`src/sv/rsga_pkg.sv`:
```
// Shared types, widths and codes for the row seat group allocator.
package rsga_pkg;

   localparam int MAX_ROWS_DEF  = 64;
   localparam int MAX_SEATS_DEF = 1024;

   localparam int TAKEN_W    = 11;
   localparam int GROUP_W    = 17;
   localparam int ROWNUM_W   = 6;
   localparam int SEAT_W     = 10;
   localparam int ROWCNT_W   = 7;
   localparam int CSR_IDX_W  = 1;
   localparam int CSR_DATA_W = 11;

   localparam logic [ROWCNT_W-1:0] ROWS_RESET  = 7'd64;
   localparam logic [TAKEN_W-1:0]  SEATS_RESET = 11'd1024;

   localparam logic [CSR_IDX_W-1:0] CSR_ROWS_IN_USE   = 1'b0;
   localparam logic [CSR_IDX_W-1:0] CSR_SEATS_PER_ROW = 1'b1;

   localparam logic REQ_GATHER  = 1'b0;
   localparam logic REQ_SCATTER = 1'b1;

   typedef enum logic [2:0] {
      ST_CLEAR,
      ST_IDLE,
      ST_GATHER,
      ST_SUM,
      ST_FILL,
      ST_DONE
   } state_type;

   typedef struct packed {
      logic               fits;
      logic [GROUP_W-1:0] left_next;
      logic [TAKEN_W-1:0] new_taken;
   } unit_res_type;

endpackage

```
`src/sv/row_seat_group_allocator_top.sv`:
```
// Row seat group allocator: top level with configuration registers.
//
// Request channel (req_*): req_type 0 gathers req_group_size adjacent seats in
// the lowest row up to req_max_row with room; req_type 1 scatters them over
// rows 0..req_max_row in ascending order, or is denied if they lack room.
// Result channel (rsp_*): one item per request with granted, first row and
// first seat (row and seat are 0 for a scatter or a denial).
// Configuration (csr_*): write rows_in_use (index 0) or seats_per_row
// (index 1) while the block is idle.
// Timing: rows are read from the count memory one per cycle through its
// single read port and checked by one shared row unit. A gather scans the
// rows once, a scatter up to twice (a sum pass, then a fill pass). One item
// is worked on at a time; req_stall is high from acceptance until the result
// moves into the output register. Reset: a clearing pass zeroes the counts
// with req_stall high. A stalled result stays in the output register; the
// next item is taken meanwhile and its result waits until that register frees.
module row_seat_group_allocator_top #(
   parameter int MAX_ROWS  = rsga_pkg::MAX_ROWS_DEF,
   parameter int MAX_SEATS = rsga_pkg::MAX_SEATS_DEF
) (
   input  logic                            clock,
   input  logic                            reset,
   input  logic                            req_valid,
   output logic                            req_stall,
   input  logic                            req_type,
   input  logic [rsga_pkg::GROUP_W-1:0]    req_group_size,
   input  logic [rsga_pkg::ROWNUM_W-1:0]   req_max_row,
   output logic                            rsp_valid,
   input  logic                            rsp_stall,
   output logic                            rsp_granted,
   output logic [rsga_pkg::ROWNUM_W-1:0]   rsp_first_row,
   output logic [rsga_pkg::SEAT_W-1:0]     rsp_first_seat,
   input  logic                            csr_wr_en,
   input  logic [rsga_pkg::CSR_IDX_W-1:0]  csr_index,
   input  logic [rsga_pkg::CSR_DATA_W-1:0] csr_wr_data
);
   import rsga_pkg::*;

   // only rows up to the widest max_row field are ever addressed
   localparam int MEM_ROWS = (MAX_ROWS < (2 ** ROWNUM_W)) ? MAX_ROWS : (2 ** ROWNUM_W);
   localparam int ADDR_W   = (MEM_ROWS > 1) ? $clog2(MEM_ROWS) : 1;

   logic [ROWCNT_W-1:0] csr_rows_ff, csr_rows_in;
   logic [TAKEN_W-1:0]  csr_seats_ff, csr_seats_in;
   logic [ROWCNT_W-1:0] rows_eff;
   logic [TAKEN_W-1:0]  seats_eff;

   logic                mem_wr_en;
   logic [ADDR_W-1:0]   mem_wr_addr;
   logic [TAKEN_W-1:0]  mem_wr_data;
   logic                mem_rd_en;
   logic [ADDR_W-1:0]   mem_rd_addr;
   logic [TAKEN_W-1:0]  mem_rd_data;
   logic [GROUP_W-1:0]  unit_left;
   unit_res_type        unit_res;

   always_ff @(posedge clock) begin
      if (reset) begin
         csr_rows_ff  <= ROWS_RESET;
         csr_seats_ff <= SEATS_RESET;
      end else begin
         csr_rows_ff  <= csr_rows_in;
         csr_seats_ff <= csr_seats_in;
      end
   end

   always_comb begin
      csr_rows_in  = csr_rows_ff;
      csr_seats_in = csr_seats_ff;
      if (csr_wr_en) begin
         unique case (csr_index)
            CSR_ROWS_IN_USE:   csr_rows_in  = csr_wr_data[ROWCNT_W-1:0];
            CSR_SEATS_PER_ROW: csr_seats_in = csr_wr_data[TAKEN_W-1:0];
            default:           csr_rows_in  = csr_rows_ff;
         endcase
      end
   end

   // clamp the registers to the built capacity
   assign rows_eff  = (32'(csr_rows_ff) < MAX_ROWS) ? csr_rows_ff : ROWCNT_W'(MAX_ROWS);
   assign seats_eff = (32'(csr_seats_ff) < MAX_SEATS) ? csr_seats_ff : TAKEN_W'(MAX_SEATS);

   rsga_row_mem #(
      .DEPTH  (MEM_ROWS),
      .ADDR_W (ADDR_W)
   ) u_mem (
      .clock   (clock),
      .wr_en   (mem_wr_en),
      .wr_addr (mem_wr_addr),
      .wr_data (mem_wr_data),
      .rd_en   (mem_rd_en),
      .rd_addr (mem_rd_addr),
      .rd_data (mem_rd_data)
   );

   rsga_free_unit u_unit (
      .seats (seats_eff),
      .taken (mem_rd_data),
      .left  (unit_left),
      .res   (unit_res)
   );

   rsga_seq #(
      .MEM_ROWS (MEM_ROWS),
      .ADDR_W   (ADDR_W)
   ) u_seq (
      .clock          (clock),
      .reset          (reset),
      .req_valid      (req_valid),
      .req_stall      (req_stall),
      .req_type       (req_type),
      .req_group_size (req_group_size),
      .req_max_row    (req_max_row),
      .rsp_valid      (rsp_valid),
      .rsp_stall      (rsp_stall),
      .rsp_granted    (rsp_granted),
      .rsp_first_row  (rsp_first_row),
      .rsp_first_seat (rsp_first_seat),
      .rows_eff       (rows_eff),
      .mem_wr_en      (mem_wr_en),
      .mem_wr_addr    (mem_wr_addr),
      .mem_wr_data    (mem_wr_data),
      .mem_rd_en      (mem_rd_en),
      .mem_rd_addr    (mem_rd_addr),
      .mem_rd_data    (mem_rd_data),
      .unit_left      (unit_left),
      .unit_res       (unit_res)
   );

endmodule

```
`src/sv/rsga_row_mem.sv`:
```
// Per-row taken-seat count memory, one write and one registered read port.
module rsga_row_mem #(
   parameter int DEPTH = 64,
   parameter int ADDR_W = 6
) (
   input  logic                        clock,
   input  logic                        wr_en,
   input  logic [ADDR_W-1:0]           wr_addr,
   input  logic [rsga_pkg::TAKEN_W-1:0] wr_data,
   input  logic                        rd_en,
   input  logic [ADDR_W-1:0]           rd_addr,
   output logic [rsga_pkg::TAKEN_W-1:0] rd_data
);
   import rsga_pkg::*;

   logic [TAKEN_W-1:0] mem_ff [DEPTH];
   logic [TAKEN_W-1:0] rd_data_ff;

   always_ff @(posedge clock) begin
      if (wr_en) begin
         mem_ff[wr_addr] <= wr_data;
      end
      if (rd_en) begin
         rd_data_ff <= mem_ff[rd_addr];
      end
   end

   assign rd_data = rd_data_ff;

endmodule

```
`src/sv/rsga_free_unit.sv`:
```
// Shared row unit: free seats of a row, fit test and seats taken from it.
module rsga_free_unit (
   input  logic [rsga_pkg::TAKEN_W-1:0] seats,
   input  logic [rsga_pkg::TAKEN_W-1:0] taken,
   input  logic [rsga_pkg::GROUP_W-1:0] left,
   output rsga_pkg::unit_res_type       res
);
   import rsga_pkg::*;

   logic [TAKEN_W-1:0] free_seats;
   logic [TAKEN_W-1:0] take;
   logic               fits;

   always_comb begin
      // saturate: registers may shrink below an existing count
      free_seats = (seats > taken) ? (seats - taken) : '0;
      fits       = (GROUP_W'(free_seats) >= left);
      take       = fits ? left[TAKEN_W-1:0] : free_seats;
      res.fits      = fits;
      res.left_next = left - GROUP_W'(take);
      res.new_taken = taken + take;
   end

endmodule

```
`src/sv/rsga_seq.sv`:
```
// Sequencer: clearing pass, row scans, count updates and the result register.
module rsga_seq #(
   parameter int MEM_ROWS = 64,
   parameter int ADDR_W = 6
) (
   input  logic                          clock,
   input  logic                          reset,
   input  logic                          req_valid,
   output logic                          req_stall,
   input  logic                          req_type,
   input  logic [rsga_pkg::GROUP_W-1:0]  req_group_size,
   input  logic [rsga_pkg::ROWNUM_W-1:0] req_max_row,
   output logic                          rsp_valid,
   input  logic                          rsp_stall,
   output logic                          rsp_granted,
   output logic [rsga_pkg::ROWNUM_W-1:0] rsp_first_row,
   output logic [rsga_pkg::SEAT_W-1:0]   rsp_first_seat,
   input  logic [rsga_pkg::ROWCNT_W-1:0] rows_eff,
   output logic                          mem_wr_en,
   output logic [ADDR_W-1:0]             mem_wr_addr,
   output logic [rsga_pkg::TAKEN_W-1:0]  mem_wr_data,
   output logic                          mem_rd_en,
   output logic [ADDR_W-1:0]             mem_rd_addr,
   input  logic [rsga_pkg::TAKEN_W-1:0]  mem_rd_data,
   output logic [rsga_pkg::GROUP_W-1:0]  unit_left,
   input  rsga_pkg::unit_res_type        unit_res
);
   import rsga_pkg::*;

   localparam logic [ROWNUM_W-1:0] CLR_LAST = ROWNUM_W'(MEM_ROWS - 1);

   state_type           state_ff, state_in;
   logic [ROWNUM_W-1:0] clr_ff, clr_in;
   logic [ROWCNT_W-1:0] issue_ff, issue_in;
   logic                ev_vld_ff, ev_vld_in;
   logic [ROWNUM_W-1:0] ev_row_ff, ev_row_in;
   logic [ROWNUM_W-1:0] top_ff, top_in;
   logic [GROUP_W-1:0]  want_ff, want_in;
   logic [GROUP_W-1:0]  left_ff, left_in;
   logic                res_granted_ff, res_granted_in;
   logic [ROWNUM_W-1:0] res_row_ff, res_row_in;
   logic [SEAT_W-1:0]   res_seat_ff, res_seat_in;
   logic                rsp_valid_ff, rsp_valid_in;
   logic                rsp_granted_ff, rsp_granted_in;
   logic [ROWNUM_W-1:0] rsp_row_ff, rsp_row_in;
   logic [SEAT_W-1:0]   rsp_seat_ff, rsp_seat_in;

   logic                scan;
   logic                stop;
   logic                ev_last;
   logic [ROWCNT_W-1:0] rows_m1;
   logic [ROWNUM_W-1:0] top_clamped;

   always_ff @(posedge clock) begin
      if (reset) begin
         state_ff     <= ST_CLEAR;
         clr_ff       <= '0;
         ev_vld_ff    <= 1'b0;
         rsp_valid_ff <= 1'b0;
      end else begin
         state_ff     <= state_in;
         clr_ff       <= clr_in;
         ev_vld_ff    <= ev_vld_in;
         rsp_valid_ff <= rsp_valid_in;
      end
   end

   always_ff @(posedge clock) begin
      issue_ff       <= issue_in;
      ev_row_ff      <= ev_row_in;
      top_ff         <= top_in;
      want_ff        <= want_in;
      left_ff        <= left_in;
      res_granted_ff <= res_granted_in;
      res_row_ff     <= res_row_in;
      res_seat_ff    <= res_seat_in;
      rsp_granted_ff <= rsp_granted_in;
      rsp_row_ff     <= rsp_row_in;
      rsp_seat_ff    <= rsp_seat_in;
   end

   always_comb begin
      rows_m1     = rows_eff - 1'b1;
      top_clamped = ({1'b0, req_max_row} > rows_m1) ? rows_m1[ROWNUM_W-1:0] : req_max_row;
      ev_last     = (ev_row_ff == top_ff);
      scan        = (state_ff == ST_GATHER) || (state_ff == ST_SUM) || (state_ff == ST_FILL);
   end

   always_comb begin
      state_in       = state_ff;
      clr_in         = clr_ff;
      issue_in       = issue_ff;
      top_in         = top_ff;
      want_in        = want_ff;
      left_in        = left_ff;
      res_granted_in = res_granted_ff;
      res_row_in     = res_row_ff;
      res_seat_in    = res_seat_ff;
      rsp_valid_in   = rsp_valid_ff && rsp_stall;
      rsp_granted_in = rsp_granted_ff;
      rsp_row_in     = rsp_row_ff;
      rsp_seat_in    = rsp_seat_ff;
      mem_wr_en      = 1'b0;
      mem_wr_addr    = ADDR_W'(ev_row_ff);
      mem_wr_data    = unit_res.new_taken;
      mem_rd_en      = 1'b0;
      mem_rd_addr    = ADDR_W'(issue_ff[ROWNUM_W-1:0]);
      stop           = 1'b0;

      unique case (state_ff)
         ST_CLEAR: begin
            mem_wr_en   = 1'b1;
            mem_wr_addr = ADDR_W'(clr_ff);
            mem_wr_data = '0;
            clr_in      = clr_ff + 1'b1;
            if (clr_ff == CLR_LAST) begin
               state_in = ST_IDLE;
            end
         end
         ST_IDLE: begin
            if (req_valid) begin
               want_in        = req_group_size;
               left_in        = req_group_size;
               top_in         = top_clamped;
               issue_in       = '0;
               res_granted_in = 1'b0;
               res_row_in     = '0;
               res_seat_in    = '0;
               if ((rows_eff == '0) || (req_group_size == '0)) begin
                  state_in = ST_DONE;
               end else if (req_type == REQ_SCATTER) begin
                  state_in = ST_SUM;
               end else begin
                  state_in = ST_GATHER;
               end
            end
         end
         ST_GATHER: begin
            if (ev_vld_ff) begin
               if (unit_res.fits) begin
                  mem_wr_en      = 1'b1;
                  res_granted_in = 1'b1;
                  res_row_in     = ev_row_ff;
                  res_seat_in    = mem_rd_data[SEAT_W-1:0];
                  stop           = 1'b1;
                  state_in       = ST_DONE;
               end else if (ev_last) begin
                  stop     = 1'b1;
                  state_in = ST_DONE;
               end
            end
         end
         ST_SUM: begin
            // count down the request against free space; no writes yet
            if (ev_vld_ff) begin
               left_in = unit_res.left_next;
               if (unit_res.left_next == '0) begin
                  stop     = 1'b1;
                  left_in  = want_ff;
                  issue_in = '0;
                  state_in = ST_FILL;
               end else if (ev_last) begin
                  stop     = 1'b1;
                  state_in = ST_DONE;
               end
            end
         end
         ST_FILL: begin
            if (ev_vld_ff) begin
               mem_wr_en = 1'b1;
               left_in   = unit_res.left_next;
               if ((unit_res.left_next == '0) || ev_last) begin
                  res_granted_in = 1'b1;
                  stop           = 1'b1;
                  state_in       = ST_DONE;
               end
            end
         end
         ST_DONE: begin
            if (!rsp_valid_ff || !rsp_stall) begin
               rsp_valid_in   = 1'b1;
               rsp_granted_in = res_granted_ff;
               rsp_row_in     = res_row_ff;
               rsp_seat_in    = res_seat_ff;
               state_in       = ST_IDLE;
            end
         end
         default: begin
            state_in = ST_IDLE;
         end
      endcase

      // stream one row read per cycle while the scan goes on
      if (scan && !stop && (issue_ff <= {1'b0, top_ff})) begin
         mem_rd_en = 1'b1;
         issue_in  = issue_ff + 1'b1;
      end
   end

   assign ev_vld_in      = mem_rd_en;
   assign ev_row_in      = issue_ff[ROWNUM_W-1:0];
   assign unit_left      = left_ff;
   assign req_stall      = (state_ff != ST_IDLE);
   assign rsp_valid      = rsp_valid_ff;
   assign rsp_granted    = rsp_granted_ff;
   assign rsp_first_row  = rsp_row_ff;
   assign rsp_first_seat = rsp_seat_ff;

endmodule

```
`config.mk`:
```
export PLATFORM = sky130hd
export DESIGN_NAME = row_seat_group_allocator_top
export DESIGN_NICKNAME = d
export VERILOG_FILES = /design/src/sv/rsga_pkg.sv /design/src/sv/row_seat_group_allocator_top.sv /design/src/sv/rsga_row_mem.sv /design/src/sv/rsga_free_unit.sv /design/src/sv/rsga_seq.sv
export SDC_FILE = /design/constraint.sdc
export NUM_CORES = 1
export LEC_CHECK = 0
export BUFFER_PORTS_ARGS = -buffer_cell sky130_fd_sc_hd__buf_2
export CAP_MARGIN = 20
export CORE_ASPECT_RATIO = 1.75
export CORE_MARGIN = 2
export CORE_UTILIZATION = 50
export DETAILED_ROUTE_END_ITERATION = 8
export GPL_TIMING_DRIVEN = 0
export PLACE_DENSITY = 0.68
export SYNTH_ARGS = -nofsm -noshare
export SYNTH_HDL_FRONTEND = slang
export SYNTH_SLANG_ARGS = --single-unit
```
`constraint.sdc`:
```
create_clock -name clock -period 9.2 [get_ports clock]
set_input_delay 1.84 -clock clock [delete_from_list [all_inputs] [get_ports clock]]
set_output_delay 1.84 -clock clock [all_outputs]
set_load 0.02 [all_outputs]
```
==> impl_results.md, run 1 <==
- Hold Path Origin: u_seq.res_seat_ff[1]
- Antenna violations before repair: 2
- Crit path max-delay cell type: a2111oi_2
- Yosys top cell area share: 68.48%
- Worst path arrival time: 9.08 ns
- Gr usage total: 24.26%
- Chip width: 203.7 µm
- FF-to-FF Start: csr_seats_ff[10]
- GRT overflow: 0
- Final wirelength: 85730 µm
- Inserted Clock Buffers: 72
- Req. time, crit path: 9.55 ns
- Placeable core region: 0.06935 mm²
- Post-CTS Hold Buffers: 0
- Share of post-route cells with drive strength above 1: 23.85%
- Register-to-Register Path Depth: 30
- Register area share after synthesis: 70.49%
- Clock buffer depth: 3
- PD cells: 260.3 mW/mm²
- Post-DP Area: 0.03673 mm²
- Routed vias/inst: 6.006
- Period utilization: 94.90%
- Non-Filler Instances: 3054
- Crit Path Class: reg -> reg
- CTS root buf: clkbuf_16
- WL/cell: 28.07 µm
- Routability cong.: 0.9354
- CTS H-Tree Depth: 3
- CTS tree: built
- Clock sink count: 831
- Hold-critical path endpoint: u_seq.rsp_first_seat[1]
- Fin Setup TNS: 0 ns
- Top post-synthesis cells by area: edfxtp_1, mux4_2, ha_1
- Syn Nets: 2012
- Avg Inst Size Synth: 18.29 µm²
- DIE HEIGHT: 353.5 µm
- DRT Pass-1 Iters: 5
- Setup Viol. Count Final: 0
- First-pass GRT wire length: 125100 µm
- Design area: 0.03932 mm²
- Clk Latency, worst-skew pair: 0.64 ns
- Final WS setup: 0.4692 ns
- Final Util: 56.71%
- IO buf count: 58
- R2R Path End: u_seq.issue_ff[5]
- Seq cells post-synth: 831
- Status: finished clean
- Startpoint Class: flop
- Yosys cell types: 75
- Setup Skew: 0.03670 ns
- Inst Count DP: 2897
- Vias: 18341
- Hold Crit Depth: 0
- Relative slew slack: 21.66%
- Residual DRC: 0
- Number of global-route vias before repair: 19259
- Tmin final: 8.731 ns
- Main synth FF type: edfxtp_1
- Final nets: 2192
- Slew @ Worst Pin: 1.171 ns
- Max-cap viol count: 0
- Cell area after synthesis: 0.03491 mm²
- Dpl ws: -0.3977 ns
- Die Footprint: 0.07202 mm²
- Hold_ws: 0.4019 ns
- CP endpoint kind: flop
- Yosys warnings: 0
- Crit path max fanout: 10
- Top Ports: 60
- Clock Pin Slew Worst Setup and Hold Paths: 0.07 ns
- RSZ-0062 raised after global routing: no
- Crit. Startpoint: csr_seats_ff[10]
- Site Rows: 128
- Final Hold Violating Endpoints: 0
- Initial DRC Count: 1652
- Syn Inst Count: 1908
- R2r setup slk: 0.47 ns
- Post-layout power: 10.24 mW
- Initial core utilization: 50.34%
- Ys async rst share: 0%
- Largest net degree at the start of global routing: 49
- Leakage: 12.93 nW
- Post-DP HPWL: 63120 µm
- Synthesis-to-layout area growth: 12.66%
- Max incr delay on CP: 0.48 ns
- Post-synth EDFFs: 796
- Maximum clock frequency: 0.1145 GHz
- Peak supply drop: 144.7 µV
- Max-slew violations: 0
- Largest area contributor in the netlist: edfxtp_1
- Final ANT Viol Nets: 0
- Worst Hold Class: reg -> reg
==> cell usage after synthesis (all sizes together), types with 14 or more instances <==
| cell | n |
|---|---|
| inv | 57 |
| nor3 | 24 |
| nand2b | 14 |
| nor2 | 153 |
| o21a | 15 |
| dfxtp | 35 |
| mux4 | 231 |
| buf | 34 |
| clkbuf | 56 |
| nor2b | 26 |
| xnor2 | 25 |
| and2 | 15 |
| edfxtp | 796 |
| a21oi | 45 |
| ha | 60 |
| nand2 | 95 |
| or3 | 14 |
| o21ai | 33 |
==> where the power goes <==
part / switching [mW] / internal (mW)
logic: 1.54 / 0.864
registers: 0.0864 / 4.72
clock network: 1.34 / 1.68
==> registers in the layout, indices dropped and copies added (netlist names), 10 cells and up <==
signal	cells
u_mem.mem_ff	704
u_seq.unit_left	17
u_seq.want_ff	17
csr_seats_ff	11
u_mem.rd_data	11
u_seq.res_seat_ff	10
u_seq.rsp_first_seat	10
==> per-layer routing <==
metal	vias to the layer above	global-route usage, %	share of wire, %
met3	224	3.553	5.1
met1	9392	24.54	32
met5	-	0	0
met2	712	45.50	55
li1	8013	-	-
met4	0	16.13	7.6
==> layout by cell type, fill, tap and decap left out, types with 30 or more instances in the layout <==
cell type	count
dfxtp_1	35
buf_2	73
nor2_1	145
clkbuf_16	77
o21ai_0	30
a21oi_1	44
clkbuf_1	65
edfxtp_1	796
inv_1	57
ha_1	60
mux4_2	231
nand2_1	95
==> critical path, delay by kind of cell (launching register included) <==
| kind | cells | cell delay, ns |
|---|---|---|
| flops | 1 | 0.40 |
| xor+xnor | 1 | 0.24 |
| buf+inv | 4 | 1.20 |
| fa+ha+maj | 4 | 1.35 |
| simple gates | 7 | 1.38 |
| compound gates | 14 | 3.87 |
==> repair_timing <==
| action | in CTS | in global routing |
|---|---|---|
| gates resized for setup | 6 | 5 |
| pin swaps | 0 | 2 |
| setup endpoints to repair | 44 | 80 |
| setup buffers | 0 | 4 |
==> worst max-delay path by stage <==
stage / end / slack, ns / depth (start not counted)
5_1_grt: u_seq.issue_ff[0] / 0.04 / 30
3_3_place_gp: u_mem.mem_ff[34][8] / -4.38 / 27
4_1_cts: u_seq.issue_ff[0] / 0.19 / 28
2_1_floorplan: u_mem.mem_ff[0][8] / 0.47 / 27
3_5_place_dp: u_seq.issue_ff[1] / -0.40 / 30
6_report: u_seq.issue_ff[5] / 0.47 / 30
==> kinds of logic (layout without fill, tap and decap cells) <==
logic type,Yosys count,in the layout,share of synthesized area [%]
other,0,1,0
multiplexers,241,241,15.19
AO/OA/AOI/OAI,179,179,3.628
adder cells (fa/ha/maj),63,63,2.323
buffers and inverters,147,382,1.728
flip-flops,831,831,70.49
AND/OR/NAND/NOR,409,409,5.689
XOR/XNOR,38,38,0.9535
==> final cells by class <==
cell class | count | area [µm²]
Buffer | 90 | 392.9
Inverter | 57 | 214.0
Clock inverter | 39 | 332.8
Antenna cell | 1 | 2.502
Multi-Input combinational cell | 930 | 9798
Sequential cell | 831 | 24600
Clock buffer | 90 | 1986
Tap cell | 910 | 1139
Timing Repair Buffer | 106 | 855.8
Fill cell | 5168 | 30020
Note: power is estimated with default switching activity, not from simulation.
==> run 2: changes to the inputs <==
Settings changed: CELL_PAD_IN_SITES_DETAIL_PLACEMENT set to 0, CELL_PAD_IN_SITES_GLOBAL_PLACEMENT set to 1, PLACE_DENSITY 0.68 to 0.76, SKIP_LAST_GASP set to 1.
==> impl_results.md, run 2 (synthesis results as in run 1) <==
- Clock sink count: 831 (unchanged)
- Post-DP Area: 0.03676 mm² (about the same)
- Post-DP HPWL: 63830 µm (+1.1%)
- Leakage: 12.88 nW (-0.38%)
- Routability cong.: 0.8830 (-5.6%)
- Vias: 18379 (+0.21%)
- Initial core utilization: 50.34% (unchanged)
- R2r setup slk: 0.34 ns (-0.13 ns)
- Hold Crit Depth: 0 (unchanged)
- Clock buffer depth: 3 (unchanged)
- Layout fillers: 5143 (-0.48%)
- Setup Viol. Count Final: 0 (unchanged)
- Max-cap viol count: 0 (unchanged)
- Peak supply drop: 134.0 µV (-7.4%)
- Largest register FFs: 704 (unchanged)
- Ant. Diodes: 0 (-1)
- Gr usage total: 24.50% (+0.24 points)
- DIE HEIGHT: 353.5 µm (unchanged)
- PD cells: 260.1 mW/mm² (about the same)
- Setup Skew: 0.03422 ns (-0.002472 ns)
- Final ANT Viol Nets: 0 (unchanged)
- Status: finished clean
- Initial DRC Count: 1669 (+1.0%)
- Inserted Clock Buffers: 70 (-2.8%)
- Crit path max fanout: 10 (unchanged)
- Final nets: 2186 (-0.27%)
- Crit. Startpoint: csr_seats_ff[10]
- Final Hold Violating Endpoints: 0 (unchanged)
- Crit Path Class: reg -> reg
- Top layer in use: met4
- DRT Pass-1 Iters: 5 (unchanged)
- Clk Latency, worst-skew pair: 0.63 ns (about the same)
- Commonest cells after routing, fill and taps aside: edfxtp_1, mux4_2, nor2_1
- Met1 WL: 28560 µm (+3.6%)
- CP endpoint kind: flop
- Chip width: 203.7 µm (unchanged)
- Final wirelength: 86850 µm (+1.3%)
- Commonest non-fill, non-tap cell in the layout: edfxtp_1
- Residual DRC: 0 (unchanged)
- Antenna violations before repair: 0 (-2)
- Biggest register: u_mem.mem_ff
- Number of global-route vias before repair: 19116 (-0.74%)
- GRT overflow: 0 (unchanged)
- WL/cell: 28.54 µm (+1.7%)
- CTS H-Tree Depth: 3 (unchanged)
- Tmin final: 8.857 ns (+0.1262 ns)
- R2R Path End: u_seq.issue_ff[3]
- CTS root buf: clkbuf_16
- Max-slew violations: 0 (unchanged)
- Fin Setup TNS: 0 ns (unchanged)
- Worst path arrival time: 9.17 ns (+0.09 ns)
- Hold-critical path endpoint: u_seq.rsp_first_row[4]
- Share of post-route cells with drive strength above 1: 24.14% (+0.30 points)
- Worst Hold Class: reg -> reg
- CTS tree: built
- Routed wl met2: 47660 µm (+0.78%)
- Site Rows: 128 (unchanged)
- Design area: 0.03927 mm² (-0.15%)
- Synthesis-to-layout area growth: 12.49%
- First-pass GRT wire length: 126000 µm (+0.68%)
- Period utilization: 96.27% (+1.4 points)
- Register-to-Register Path Depth: 27 (-10%)
- Largest net degree at the start of global routing: 44 (-10%)
- Req. time, crit path: 9.52 ns (-0.03 ns)
- Clock Pin Slew Worst Setup and Hold Paths: 0.06 ns (about the same)
- Routed vias/inst: 6.040 (+0.57%)
- Met3 WL: 4118 µm (-5.1%)
- Relative slew slack: 25.21% (+3.5 points)
- Placeable core region: 0.06935 mm² (unchanged)
- Die Footprint: 0.07202 mm² (unchanged)
- Startpoint Class: flop
- Hold Path Origin: u_seq.res_row_ff[4]
- IO buf count: 58 (unchanged)
- Top Ports: 60 (unchanged)
- FF-to-FF Start: csr_seats_ff[10]
- Maximum clock frequency: 0.1129 GHz (-1.4%)
- Slew @ Worst Pin: 1.118 ns (-0.05300 ns)
-- run 2: cell types whose count changed in the layout (fill, tap and decap cells not counted), sizes merged --
cell      delta
clkinvlp     +7
bufinv       +1
clkbuf       -6
inv          -4
diode        -1
buf          -4
clkinv       -4
-- run 2: power breakdown --
group	switching [mW]	leakage, nW	internal, mW
Sequential	0.0900	7.62	4.72
Combinational	1.56	4.16	0.869
Clock	1.33	1.10	1.65
-- run 2: final cells by class --
cell class / instances / area, µm² / share of cell area, %
Sequential cell: 831 / 24600 / 62.66
Clock inverter: 39 / 389.1 / 0.9910
Buffer: 90 / 392.9 / 1.001
Tap cell: 910 / 1139 / 2.900
Clock buffer: 84 / 1898 / 4.834
Multi-Input combinational cell: 930 / 9829 / 25.03
Inverter: 57 / 214.0 / 0.5449
Timing Repair Buffer: 102 / 799.5 / 2.036
-- run 2: worst max-delay path, stage by stage (launching register included) --
cell and delay (ns):
dfxtp_1 0.47, clkbuf_1 0.38, nand2b_1 0.26, ha_1 0.23, fa_1 0.24, nor2b_1 0.06, o21ai_0 0.24, a21oi_1 0.13
o21ai_0 0.38, a211oi_1 0.22, o311ai_1 0.43, and3_1 0.23, ha_1 0.27, a22o_1 0.21, or4_1 0.53, o21a_1 0.31
clkbuf_2 0.30, o31ai_1 0.71, inv_1 0.10, ha_1 0.30, o31ai_2 0.46, a21oi_1 0.17, nor4_2 0.41, xnor2_1 0.30
nand4_4 0.21, o211ai_1 0.38, nand2_1 0.15, a221o_1 0.47
-- run 2: worst max-delay path by stage --
| stage | to | slack, ns | cells after the start |
|---|---|---|---|
| 5_1_grt | u_seq.issue_ff[3] | -0.002 | 27 |
| 2_1_floorplan | u_mem.mem_ff[0][8] | 0.47 | 27 |
| 3_5_place_dp | u_seq.issue_ff[2] | -0.63 | 30 |
| 6_report | u_seq.issue_ff[3] | 0.34 | 27 |
| 3_3_place_gp | u_mem.mem_ff[46][8] | -4.06 | 27 |
| 4_1_cts | u_seq.issue_ff[3] | 0.07 | 30 |
-- run 2: per-layer routing --
metal | vias to the layer above | GRT usage, %
met3 | 185 | 3.286
li1 | 8009 | -
met1 | 9525 | 25.70
met2 | 660 | 44.98
met4 | 0 | 16.79
met5 | - | 0
-- run 2: repair_timing --
item	CTS	global route
resized for setup	7	11
buffers inserted	0	5
pin swaps	0	2
setup endpoints to repair	100	94
hold buffers	0	0
-- run 2: per-stage QoR --
stage	power, mW	setup slack (ns)	instances	utilization (%)	hold WS (ns)
2_1_floorplan	6.280	0.4695	1908	-	0.3711
3_3_place_gp	7.129	-4.064	2876	52.40	0.3980
3_5_place_dp	7.303	-0.6326	2900	53.01	0.4104
4_1_cts	10.27	0.06869	3023	56.34	0.4156
5_1_grt	10.55	-0.002003	3043	56.62	0.4201
6_report	10.21	0.3430	3043	56.62	0.4178
